**src/rtl/whhc_pkg.sv**
```systemverilog
// Package with the shared constants and types of the weighted heavy-hitter counters.
`timescale 1ns / 1ps
package whhc_pkg;
   localparam int NUM_COUNTERS = 64;
   localparam int IDX_W    = $clog2(NUM_COUNTERS);
   localparam int USED_W   = $clog2(NUM_COUNTERS + 1);
   localparam int FLOW_W   = 32;
   localparam int CNT_W    = 32;
   localparam int REM_W    = 16;
   localparam int STEP_W   = 16;
   localparam int WEIGHT_W = 16;
   localparam int EST_W    = 32;
   localparam int DVD_W    = WEIGHT_W + 1;
   localparam int DCNT_W   = $clog2(DVD_W + 1);
   localparam int PROD_W   = CNT_W + STEP_W;
   localparam int SUM_W    = PROD_W + 1;

   typedef struct packed {
      logic              valid;
      logic [FLOW_W-1:0] flow_id;
      logic [CNT_W-1:0]  best_cnt;
      logic [IDX_W-1:0]  best_idx;
      logic              hit;
      logic [IDX_W-1:0]  hit_idx;
      logic [CNT_W-1:0]  hit_cnt;
      logic [REM_W-1:0]  hit_rem;
   } token_type;

   typedef struct packed {
      logic              en;
      logic [IDX_W-1:0]  idx;
      logic [FLOW_W-1:0] flow_id;
      logic [CNT_W-1:0]  cnt;
      logic [REM_W-1:0]  rem;
   } wr_type;
endpackage

```
**src/rtl/whhc_cell.sv**
```systemverilog
// One counter cell that holds a flow entry and updates the search token passing through it.
`timescale 1ns / 1ps
module whhc_cell (
   input  logic                       clock,
   input  logic                       reset,
   input  logic [whhc_pkg::IDX_W-1:0] cell_idx,
   input  whhc_pkg::token_type        tok_in,
   input  whhc_pkg::wr_type           wr,
   output whhc_pkg::token_type        tok_out
);
   import whhc_pkg::*;

   logic              used_ff;
   logic [FLOW_W-1:0] flow_ff;
   logic [CNT_W-1:0]  count_ff;
   logic [REM_W-1:0]  rem_ff;
   token_type         tok_ff;
   token_type         tok_in_next;

   always_comb begin
      tok_in_next = tok_in;
      if (used_ff && (flow_ff == tok_in.flow_id) && !tok_in.hit) begin
         tok_in_next.hit     = 1'b1;
         tok_in_next.hit_idx = cell_idx;
         tok_in_next.hit_cnt = count_ff;
         tok_in_next.hit_rem = rem_ff;
      end
      if (count_ff < tok_in.best_cnt) begin
         tok_in_next.best_cnt = count_ff;
         tok_in_next.best_idx = cell_idx;
      end
   end

   always_ff @(posedge clock) begin
      if (reset) begin
         tok_ff.valid <= 1'b0;
      end else begin
         tok_ff <= tok_in_next;
      end
   end

   always_ff @(posedge clock) begin
      if (reset) begin
         used_ff  <= 1'b0;
         count_ff <= '0;
      end else if (wr.en && (wr.idx == cell_idx)) begin
         used_ff  <= 1'b1;
         count_ff <= wr.cnt;
      end
   end

   always_ff @(posedge clock) begin
      if (wr.en && (wr.idx == cell_idx)) begin
         flow_ff <= wr.flow_id;
         rem_ff  <= wr.rem;
      end
   end

   assign tok_out = tok_ff;
endmodule

```
**config.mk**
```make
export PLATFORM = sky130hd
export DESIGN_NAME = whhc_cell
export DESIGN_NICKNAME = d
export VERILOG_FILES = /design/src/rtl/whhc_pkg.sv /design/src/rtl/whhc_cell.sv
export SDC_FILE = /design/constraint.sdc
export NUM_CORES = 1
export LEC_CHECK = 0
export BUFFER_PORTS_ARGS = -buffer_cell sky130_fd_sc_hd__buf_4
export CAP_MARGIN = 10
export CORE_UTILIZATION = 37
export CTS_BUF_LIST = sky130_fd_sc_hd__clkbuf_16
export CTS_CLUSTER_SIZE = 10
export DETAILED_ROUTE_END_ITERATION = 10
export GPL_TIMING_DRIVEN = 0
export PLACE_DENSITY = 0.61
export SYNTH_ARGS = -nofsm -noshare
export SYNTH_HDL_FRONTEND = slang
export SYNTH_SLANG_ARGS = --single-unit
export TNS_END_PERCENT = 20
```
**constraint.sdc**
```tcl
create_clock -name clock -period 5.5 [get_ports clock]
set_clock_uncertainty 0.2 [all_clocks]
set_input_delay 1.1 -clock clock [delete_from_list [all_inputs] [get_ports clock]]
set_output_delay 1.1 -clock clock [all_outputs]
set_load 0.005 [all_outputs]
```
==> results_dict.tcl <==
set metrics [dict create \
    status "finished, final reports clean" \
    relSlewSlack_pct 25.7 \
    hold_path_class "flop to flop" \
    netlist.area_leader.share_pct 59.7 \
    post_drt_wl_per_cell_um 18.8 \
    place.gp.congestion 0.754 \
    netlist_area_sq_um 8710 \
    clk_root_buffer_cell "clkbuf_16" \
    dieArea_sq_um 24200 \
    yosysMostFrequentCell "edfxtp_1" \
    setup_viol 0 \
    synthDistinctLibCells 36 \
    synth_fa_ha_area_share_pct 4.45 \
    critPathCaptureType "flop" \
    syn-num-nets 795 \
    grt_max_degree 69 \
    setup_ws_ns 1.89 \
    drv_cap 0 \
    ios 347 \
    synthTopCellsByCount "173 x edfxtp_1, 89 x mux2_2, 36 x nor2_1" \
    synth_xor_area_share_pct 3.72 \
    post-cts-setup-buffers 0 \
    max_freq_ghz 0.277 \
    startpoint_type "primary input" \
    h-tree-depth 1 \
    nets 1168 \
    placed_area_sq_um 11700 \
    synth_edf_count 173 \
    pwr_density_cell_nw_per_um2 287 \
    grt_pass1_wl_um 34100 \
    holdBufCountCts 0 \
    final_util_pct 54.4 \
    ir_worst_vdd_v 0.000218 \
    synth_top_area_cell "edfxtp_1" \
    synth_simple_gate_area_share_pct 3.99 \
    synth_top_family_by_area "multiplexers" \
    ys_seq_area_share_pct 67.5 \
    clk_pin_slew_worst_paths_ns 0.06 \
    crit_required_ns 5.55 \
    clk_path_buf_depth 3 \
    slew_violations 0 \
    insertion_delay_ns 0.52 \
    ys_async_sr_fraction_pct 0 \
    dp_hpwl_um 17500 \
    grt_pass1_vias 5830 \
    place_ws_ns 1.26 \
    worst_pin_slew_ns 1.11 \
    synthesis.instances 543 \
    start_util_pct 38.1 \
    drive_above_1_share_pct 51.2 \
    synth.area.top_cells "edfxtp_1 60%, mux2_2 12%, dfxtp_1 7.8%, ha_1 4.5%, mux2i_1 3.7%" \
    power_mw 3.56 \
    fin_crit_sh_pct 65.6 \
    coreArea_sq_um 22800 \
    ys_ff_latch 207 \
    p_leak_nw 5.28 \
    die_x_um 155 \
    port-buffer-count 345 \
    wirelength_um 23500 \
    drc_errors 0 \
    vias_per_cell 4.59 \
    cts-buffers-inserted 25 \
    syn_avg_cell_area_sq_um 16.0 \
    crit_type "primary input to flop" \
    drt_iter0_drc 197 \
    tritoncts "done" \
    final_area_sq_um 12400 \
    num_rows 55 \
    ys.flop_type "edfxtp_1" \
    areaGrowthSynthToFinish_pct 42.8 \
    critPathArrivalTime_ns 3.66 \
    track_usage_pct 18.9 \
    antenna_found_initial 1 \
    vias 5732 \
    layout_min_cycle_time_ns 3.61 \
    first_pass_iters 4 \
    die_h_um 155 \
    ys_warn_count 0 \
    overflow 0 \
    cts-resized-gates 0 \
    synthMuxAreaShare_pct 15.6 \
    grt_setup_unrepaired "false" \
    cts.sink_count 207 \
    cp_max_fo 10 \
    hold_viol_final 0 \
    synth-compound-area-share_pct 1.93 \
    ant_nets 0 \
]
==> registers in the layout, indices dropped and copies added (netlist names) <==
signal    flops
used_ff       1
flow_ff      32
count_ff     32
rem_ff       16
tok_out     126
==> cell usage in the layout (no fill, tap or decap), drive strengths merged, types with 2 or more instances in the layout <==
cell type	instances
inv	50
xnor2	33
and4	3
mux2i	32
nor2	36
nand4	10
nand3	4
buf	358
or2	2
a221oi	3
nand2b	2
mux2	92
clkbuf	30
a2111oi	2
o21ai	2
edfxtp	173
nor4	3
dfxtp	34
nand2	7
ha	31
xor2	4
clkinv	2
a21o	3
a21oi	8
==> path summary, 6_finish.rpt <==
path	start	end	cells past startpoint	slack [ns]
worst max-delay path	tok_in[67]	tok_out[91]	11	1.89
worst min-delay path	used_ff	used_ff	2	0.31
worst max register to register	flow_ff[12]	tok_out[36]	7	2.24
worst min register to register	used_ff	used_ff	2	0.31
==> per-stage QoR <==
stage	TNS [ns]	std cells	hold WS, ns
finish	0	1248	0.311
global route	0	1247	0.318
floorplan	0	543	0.241
detailed placement	0	1202	0.296
CTS	0	1247	0.307
global placement	-98.39	1201	0.288
==> kinds of logic (layout without fill, tap and decap cells) <==
| group | after synthesis | after routing |
|---|---|---|
| xor+xnor | 37 | 37 |
| compound gates | 24 | 24 |
| other cells | 0 | 1 |
| simple gates | 70 | 70 |
| fa+ha+maj | 31 | 31 |
| buf+inv | 50 | 441 |
| mux | 124 | 124 |
| flops | 207 | 207 |
==> power by group <==
group / switching, mW / total (mW) / internal [mW]
sequential: 0.0199 / 1.80 / 1.78
combinational: 0.124 / 0.338 / 0.214
clock: 0.614 / 1.43 / 0.815
==> critical path: stages <==
cell and delay (ns):
buf_4 0.09, inv_1 0.04, ha_1 0.29, a21o_1 0.19, a221oi_1 0.31, o31ai_1 0.15, a211oi_1 0.42, o311a_1 0.27
buf_4 0.25, buf_6 0.20, mux2_2 0.35
==> final cells by class <==
type                    count  area [sq um]
diodes                      1          2.50
plain buffers              17           128
clock buffers              25           626
clock inverters            20          83.8
fillers                  1995         10400
inverters                  33           129
multi-input cells         286          2580
flip-flops and latches    207          5880
well taps                 313           392
repair buffers            346          2620
==> layer usage <==
metal / GRT usage [%] / wire [um] / share of wire, % / vias up
met5: 0 / 0 / 0 / -
met4: 4.39 / 496 / 2.1 / 0
met3: 7.41 / 2470 / 11 / 36
met2: 32.7 / 11300 / 48 / 250
met1: 22.0 / 9150 / 39 / 2666
li1: - / - / - / 2780
No activity file was read; power rests on OpenSTA's default activity.
