==> config.mk <==
export PLATFORM = sky130hd
export DESIGN_NAME = whhc_divider
export DESIGN_NICKNAME = d
export VERILOG_FILES = /design/src/rtl/whhc_pkg.sv /design/src/rtl/whhc_divider.sv
export SDC_FILE = /design/constraint.sdc
export NUM_CORES = 1
export LEC_CHECK = 0
export ABC_CLOCK_PERIOD_IN_PS = 6200
export BUFFER_PORTS_ARGS = -buffer_cell sky130_fd_sc_hd__buf_2
export CORE_MARGIN = 1
export CORE_UTILIZATION = 25
export DETAILED_ROUTE_END_ITERATION = 16
export GPL_TIMING_DRIVEN = 0
export PLACE_DENSITY = 0.54
export SLEW_MARGIN = 20
export SYNTH_ARGS = -nofsm -noshare
export SYNTH_HDL_FRONTEND = slang
export SYNTH_SLANG_ARGS = --single-unit
==> constraint.sdc <==
create_clock -name clock -period 6.2 [get_ports clock]
set_input_delay 0.31 -clock clock [delete_from_list [all_inputs] [get_ports clock]]
set_output_delay 0.31 -clock clock [all_outputs]
set_load 0.01 [all_outputs]
==> src/rtl/whhc_pkg.sv <==
// Package with the shared constants and types of the weighted heavy-hitter counters.
`timescale 1ns / 1ps
package whhc_pkg;
   localparam int NUM_COUNTERS = 64;
   localparam int IDX_W    = $clog2(NUM_COUNTERS);
   localparam int USED_W   = $clog2(NUM_COUNTERS + 1);
   localparam int FLOW_W   = 32;
   localparam int CNT_W    = 32;
   localparam int REM_W    = 16;
   localparam int STEP_W   = 16;
   localparam int WEIGHT_W = 16;
   localparam int EST_W    = 32;
   localparam int DVD_W    = WEIGHT_W + 1;
   localparam int DCNT_W   = $clog2(DVD_W + 1);
   localparam int PROD_W   = CNT_W + STEP_W;
   localparam int SUM_W    = PROD_W + 1;

   typedef struct packed {
      logic              valid;
      logic [FLOW_W-1:0] flow_id;
      logic [CNT_W-1:0]  best_cnt;
      logic [IDX_W-1:0]  best_idx;
      logic              hit;
      logic [IDX_W-1:0]  hit_idx;
      logic [CNT_W-1:0]  hit_cnt;
      logic [REM_W-1:0]  hit_rem;
   } token_type;

   typedef struct packed {
      logic              en;
      logic [IDX_W-1:0]  idx;
      logic [FLOW_W-1:0] flow_id;
      logic [CNT_W-1:0]  cnt;
      logic [REM_W-1:0]  rem;
   } wr_type;
endpackage

==> src/rtl/whhc_divider.sv <==
// Restoring divider that produces one quotient bit per cycle.
`timescale 1ns / 1ps
module whhc_divider (
   input  logic                        clock,
   input  logic                        reset,
   input  logic                        start,
   input  logic [whhc_pkg::DVD_W-1:0]  dividend,
   input  logic [whhc_pkg::STEP_W-1:0] divisor,
   output logic                        done,
   output logic [whhc_pkg::DVD_W-1:0]  quotient,
   output logic [whhc_pkg::REM_W-1:0]  remainder
);
   import whhc_pkg::*;

   logic              busy_ff;
   logic              done_ff;
   logic [DCNT_W-1:0] cnt_ff;
   logic [DVD_W-1:0]  dvd_ff;
   logic [REM_W-1:0]  rem_ff;
   logic [STEP_W-1:0] dsr_ff;
   logic [REM_W:0]    trial;
   logic              take;
   logic [REM_W:0]    diff;

   always_comb begin
      trial = {rem_ff, dvd_ff[DVD_W-1]};
      take  = trial >= {1'b0, dsr_ff};
      diff  = trial - {1'b0, dsr_ff};
   end

   always_ff @(posedge clock) begin
      if (reset) begin
         busy_ff <= 1'b0;
         done_ff <= 1'b0;
         cnt_ff  <= '0;
      end else begin
         done_ff <= 1'b0;
         if (start) begin
            busy_ff <= 1'b1;
            cnt_ff  <= DCNT_W'(DVD_W);
            dvd_ff  <= dividend;
            dsr_ff  <= divisor;
            rem_ff  <= '0;
         end else if (busy_ff) begin
            dvd_ff <= {dvd_ff[DVD_W-2:0], take};
            rem_ff <= take ? diff[REM_W-1:0] : trial[REM_W-1:0];
            cnt_ff <= cnt_ff - DCNT_W'(1);
            if (cnt_ff == DCNT_W'(1)) begin
               busy_ff <= 1'b0;
               done_ff <= 1'b1;
            end
         end
      end
   end

   assign done      = done_ff;
   assign quotient  = dvd_ff;
   assign remainder = rem_ff;
endmodule

==> reports/metrics.csv, run 1 <==
metric;value;unit
outcome;finished clean;
max_slew_margin;61.7;%
path_max_fanout;10;
grt_pass1_vias;2296;
synth-main-ff-cell;edfxtp_1;
synthesis.area;0.00312;mm2
min_path_type;in -> reg;
grt_pass1_wl;11400;um
clkSinkCount;56;
hold_violations;0;
slowest_stage;edfxtp_1;
criticalPathCategory;reg -> reg;
seq_area_frac_synth;51.7;%
yosysWarnings;0;
cp.depth;9;
multi_input_area;0.00138;mm2
drt_iter0_markers;59;
grt.overflow.total;0;
finalSetupViolations;0;
clk_path_buf_depth;2;
drv_slew;0;
synthArstFlopShare;0;%
n_fill_cell;1252;
r2r_cells;9;
cp_slowest_stage_delay;0.41;ns
use_met3;3.40;%
grt_busiest_layer;met2;
cp-end-kind;flip-flop;
drcViolationCount;0;
instances_no_fill;508;
hpwl;5170;um
pin_count;70;
grt_max_degree;20;
tritoncts;done;
ir_drop;0.119;mV
start_util;25.9;%
firstDrtPassIters;4;
layout-area-overhead-vs-synth;24.0;%
synth_cell_type_count;56;
p_per_area;270;mW/mm2
synth_cells;263;
fmax;398;MHz
syn_area_per_cell;11.9;um2
cp.required;6.23;ns
die_area;0.0129;mm2
num_vias;2232;
grt_use_met1;14.4;%
fin_nets;394;
critical_path_arrival;2.55;ns
drive_above_1_share;33.2;%
grt_antenna_before_repair;0;
core_area;0.0121;mm2
ys_ff_latch;56;
crit_chain;ha_1 > nor2_1 > a211oi_2 > o41ai_2 > nand2_2 > a21oi_4 > buf_6 > mux2i_1 > nor2_1;
postCtsHoldBufs;0;
grt_use_total;11.4;%
numCtsBuffers;5;
portBuffers;67;
clk_transition_reported_paths;0.08;ns
crit_buf_inv;1;
seq_area;0.00161;mm2
routabilityCongestion;0.778;
ant_nets;0;
diodes;0;
holdCritStartpoint;divisor[12];
hold_depth;1;
dp_cells;500;
finalCriticalPeriod;2.51;ns
worst_slew_pin_slew;0.573;ns
postCtsSetupRepairBufs;0;
cts.htree.levels;2;
startpoint;remainder[1];
die_x;114;um
vias_per_cell;4.39;
fin_crit_sh;40.5;%
path_delay_family;compound AO/OA/AOI/OAI gates;
path_common_cell;nor2_1;
die_y;114;um
rows;40;
clockRootBuffer;clkbuf_16;
grtUsageMet2;18.5;%
final.setup.tns;0;ns
leakage;1.59;nW
startpoint_type;flip-flop;
worst-r2r-setup-slack;3.69;ns
synth_fp_nets;318;
wirelength;6960;um
rr_endpoint;remainder[3];
clk_latency;0.30;ns
max-cap-violations;0;
skew;0.0125;ns
holdPathEnd;dsr_ff[12];
wl_per_cell;13.7;um
synth_edf_count;49;
grt_setup_unrepaired;no;
r2r_start;remainder[1];
cts_resized;0;
[cell usage in the layout, fill, tap and decap left out, drive strengths merged, types with 9 or more instances in the layout]
cell type,netlist,final
nor2,27,27
xnor2,10,10
a21oi,13,13
nand2,10,10
clkbuf,4,9
ha,18,18
mux2i,11,11
inv,25,28
edfxtp,49,49
mux2,16,16
buf,3,72
[flip-flops by register name, indices dropped and copies added (netlist names)]
register	flops
cnt_ff	5
dsr_ff	16
busy_ff	1
remainder	16
quotient	17
done	1
[cell type report]
| class | count | share of cell area (%) |
|---|---|---|
| clock inverters | 3 | 0.615 |
| inverters | 25 | 2.43 |
| plain buffers | 7 | 1.07 |
| clock buffers | 5 | 3.24 |
| flip-flops and latches | 56 | 41.7 |
| multi-input cells | 175 | 35.7 |
| repair buffers | 69 | 9.78 |
| well taps | 168 | 5.44 |
[synthesized netlist by cell type (2+ instances only)]
master | count | area [um2]
a211oi_1 | 3 | 22.5
inv_1 | 24 | 90.1
edfxtp_1 | 49 | 1470
ha_1 | 18 | 225
o31ai_1 | 2 | 15.0
a211oi_2 | 2 | 25.0
nor2b_1 | 2 | 12.5
nand2_1 | 9 | 33.8
o21ai_0 | 4 | 20.0
nand3_1 | 5 | 25.0
o21a_1 | 4 | 30.0
xnor2_1 | 10 | 87.6
nor3_1 | 5 | 25.0
a31oi_1 | 2 | 12.5
clkbuf_1 | 4 | 15.0
nor2_1 | 26 | 97.6
mux2i_1 | 11 | 110
a21o_1 | 6 | 45.0
buf_6 | 2 | 22.5
a21oi_1 | 12 | 60.1
xor2_1 | 5 | 43.8
o211ai_1 | 2 | 15.0
nor4b_1 | 2 | 17.5
mux2_2 | 16 | 180
dfxtp_1 | 7 | 140
[routing by layer]
metal	share of wire, %	vias up
li1	-	1114
met1	46	1050
met2	46	61
met3	6.6	7
met4	1.0	0
met5	0	-
[cell families (layout without fill, tap and decap cells)]
family,Yosys count,in the layout,synth area share [%]
buffers and inverters,32,109,4.33
AO/OA/AOI/OAI,52,52,12.7
XOR/XNOR,15,15,4.21
AND/OR/NAND/NOR,62,62,9.91
flip-flops,56,56,51.7
adder cells (fa/ha/maj),19,19,7.87
multiplexers,27,27,9.31
[report_power, final]
part,internal [mW],switching (mW)
logic,0.127,0.152
clock network,0.154,0.145
registers,0.449,0.0180
[per-stage QoR]
stage / hold WS (ns) / total power, mW / area, um2 / setup slack [ns] / utilization (%)
floorplan: 0.409 / 0.677 / 3120 / 3.34 / -
global placement: 0.489 / 0.748 / 3660 / 2.15 / 30.4
detailed placement: 0.488 / 0.757 / 3720 / 3.68 / 30.8
CTS: 0.175 / 1.06 / 3860 / 3.66 / 32.0
global route: 0.167 / 1.10 / 3860 / 3.53 / 32.0
finish: 0.176 / 1.04 / 3860 / 3.69 / 32.0
[worst max-delay path by stage]
stage / slack, ns / endpoint
finish: 3.69 / remainder[3]
floorplan: 3.34 / quotient[0]
global route: 3.53 / remainder[8]
global placement: 2.15 / remainder[5]
CTS: 3.66 / remainder[6]
detailed placement: 3.68 / remainder[10]
Note: power is estimated with default switching activity, not from simulation.
==> run 2, diff against run 1 <==
--- a/config.mk
+++ b/config.mk
@@ -5,13 +5,13 @@
 export SDC_FILE = /design/constraint.sdc
 export NUM_CORES = 1
 export LEC_CHECK = 0
-export ABC_CLOCK_PERIOD_IN_PS = 6200
+export ABC_CLOCK_PERIOD_IN_PS = 2200
 export BUFFER_PORTS_ARGS = -buffer_cell sky130_fd_sc_hd__buf_2
 export CORE_MARGIN = 1
 export CORE_UTILIZATION = 25
 export DETAILED_ROUTE_END_ITERATION = 16
 export GPL_TIMING_DRIVEN = 0
-export PLACE_DENSITY = 0.54
+export PLACE_DENSITY = 0.56
 export SLEW_MARGIN = 20
 export SYNTH_ARGS = -nofsm -noshare
 export SYNTH_HDL_FRONTEND = slang
==> constraint.sdc (replaced) <==
create_clock -name clock -period 2.2 [get_ports clock]
set_input_delay 0.11 -clock clock [delete_from_list [all_inputs] [get_ports clock]]
set_output_delay 0.11 -clock clock [all_outputs]
set_load 0.01 [all_outputs]
==> run 2 against run 1 <==
  * The flow now finishes with violations (negative setup slack)
  * Fmax increased by 5.3%
  * Final area increased by 13%
  * Global-route usage increased by 0.52 points
  * Register-to-register slack got worse by 3.9 ns
  * Power increased to 3.0 times the previous value
  * Non-clock buffer count increased by 30
  * First-iteration DRC count decreased by 22%
  * Hold slack got worse by 0.072 ns
  * Largest cell class unchanged
  * Clock-buffer cell count unchanged
  * Via count increased by 4.8%
==> reports/metrics.csv, run 2 (synthesized netlist as in run 1, its figures left out) <==
metric;value;unit;change
final_common_cell;buf_2;;
drive_above_1_share;41.4;%;+8.1 points
skew;0.00430;ns;-0.00821 ns
clk_path_buf_depth;2;;unchanged
clockRootBuffer;clkbuf_16;;
die_y;114;um;unchanged
grt_pass1_wl;12000;um;+5.1%
grt_use_total;11.9;%;+0.52 points
switching_share;30.3;%;+0.16 points
p_seq_share;41.9;%;-2.8 points
grt_antenna_before_repair;0;;unchanged
worst_slew_pin_slew;0.582;ns;+0.00850 ns
grt_setup_unrepaired;yes;;
finalSetupViolations;17;;+17
final_cell_area;0.00437;mm2;+13%
vias_per_cell;4.35;;-1.0%
diodes;0;;unchanged
p_clk_share;26.9;%;-1.6 points
slowest_stage;edfxtp_1;;
ant_nets;0;;unchanged
hpwl;5280;um;+2.3%
die_area;0.0129;mm2;unchanged
critical_path_arrival;2.42;ns;-0.13 ns
seq_area;0.00161;mm2;unchanged
path_delay_family;compound AO/OA/AOI/OAI gates;;
setup_ws;-0.185;ns;-3.87 ns
portBuffers;67;;unchanged
max_slew_margin;61.1;%;-0.57 points
drt_iter0_markers;46;;-22%
multi_input_area;0.00159;mm2;+15%
min_path_type;in -> reg;;
clk_transition_reported_paths;0.08;ns;about the same
outcome;complete, but fails checks;;
numCtsBuffers;5;;unchanged
wl_per_cell;13.5;um;-1.5%
preCtsSetupSlack;-0.255;ns;-3.94 ns
p_per_area;725;mW/mm2;+170%
n_fill_cell;1201;;-4.1%
routabilityCongestion;0.804;;+3.3%
crit_chain;ha_4 > o211ai_1 > nand3b_1 > o41ai_4 > nand2_2 > a21oi_4 > buf_12 > mux2i_1 > nor2_1;;
clk_latency;0.30;ns;about the same
drv_slew;0;;unchanged
grt_max_degree;20;;unchanged
tritoncts;done;;
ir_drop;0.321;mV;+170%
num_vias;2340;;+4.8%
fin_crit_sh;108;%;+68 points
postPlaceCellArea;0.00379;mm2;+2.1%
layout-area-overhead-vs-synth;40.1;%;
startpoint_type;flip-flop;;
cp-end-kind;flip-flop;;
pin_count;70;;unchanged
wirelength;7260;um;+4.3%
violations;negative setup slack;;
cp.required;2.24;ns;-3.99 ns
cts.htree.levels;2;;unchanged
fin_nets;424;;+7.6%
start_util;25.9;%;unchanged
largest_reg_flops;17;;unchanged
cp_slowest_stage_delay;0.46;ns;+0.05 ns
path_max_fanout;10;;unchanged
p_sw;0.959;mW;+200%
internal-power;2.21;mW;+200%
combPwrFrac;31.2;%;+4.5 points
max-cap-violations;0;;unchanged
crit_buf_inv;1;;unchanged
rows;40;;unchanged
final_cell_mix;buf_2, edfxtp_1, inv_1;;
core_area;0.0121;mm2;unchanged
grt.overflow.total;0;;unchanged
clkSinkCount;56;;unchanged
die_x;114;um;unchanged
drcViolationCount;0;;unchanged
fmax;419;MHz;+5.3%
firstDrtPassIters;4;;unchanged
finalCriticalPeriod;2.39;ns;-0.127 ns
hold_violations;0;;unchanged
leakage;1.75;nW;+9.9%
criticalPathCategory;reg -> reg;;
grt_pass1_vias;2437;;+6.1%
final.setup.tns;-2.42;ns;-2.42 ns
[run 2: cell types whose count changed in the layout (fill, tap and decap cells not counted), moves of 3 or more]
cell           change
ha_1              -12
buf_4             +12
dlygate4sd3_1     +16
ha_4               +9
ha_2               +3
[run 2: stage by stage]
stage               utilization, %  std cells  power (mW)  hold WS [ns]
floorplan                        -        263        1.94         0.209
CTS                           35.2        532        3.14       0.00158
finish                        36.2        538        3.17         0.104
detailed placement            31.5        500        2.17         0.289
global route                  36.2        538        3.36         0.103
global placement              31.0        498        2.14         0.289
[run 2: area by class of cell]
cell class	instances	area share, %
plain buffers	7	1.23
clock buffers	5	2.86
clock inverters	3	0.601
inverters	25	2.15
multi-input cells	175	36.4
flip-flops and latches	56	36.9
well taps	168	4.81
repair buffers	99	15.1
[run 2: power groups by stage]
stage               Sequential, mW  Clock [mW]  Combinational (mW)
floorplan                     1.36           0               0.572
global placement              1.35           0               0.793
detailed placement            1.35           0               0.821
CTS                           1.33       0.880               0.932
global route                  1.34       0.925                1.09
finish                        1.33       0.851               0.988
[run 2: worst register-to-register path, delay by kind of cell, from the launching register on]
kind | cells | cell delay [ns]
AND/OR/NAND/NOR | 3 | 0.38
adder cells (fa/ha/maj) | 1 | 0.29
flip-flops | 1 | 0.46
buffers and inverters | 1 | 0.19
AO/OA/AOI/OAI | 3 | 0.59
multiplexers | 1 | 0.20
[run 2: final timing paths]
path	from	endpoint	slack, ns	cells after the start
setup / recovery	remainder[4]	remainder[4]	-0.19	9
hold / removal	dividend[12]	quotient[12]	0.10	2
setup reg to reg	remainder[4]	remainder[4]	-0.19	9
hold reg to reg	cnt_ff[1]	cnt_ff[1]	0.52	2
[run 2: repair_timing]
item	4_1_cts	5_1_grt
endpoints found under the setup margin	17	17
hold endpoints to repair	15	1
setup buffers	9	5
hold buffers	15	1
resized for setup	17	12
pin swaps	9	3
[run 2: per-layer routing]
layer  part of all wire [%]  GRT usage [%]  vias to the layer above
li1                       -              -                     1177
met1                     48           15.1                     1100
met2                     47           19.9                       54
met3                    4.3           2.82                        9
met4                    1.4           3.68                        0
met5                      0              0                        -
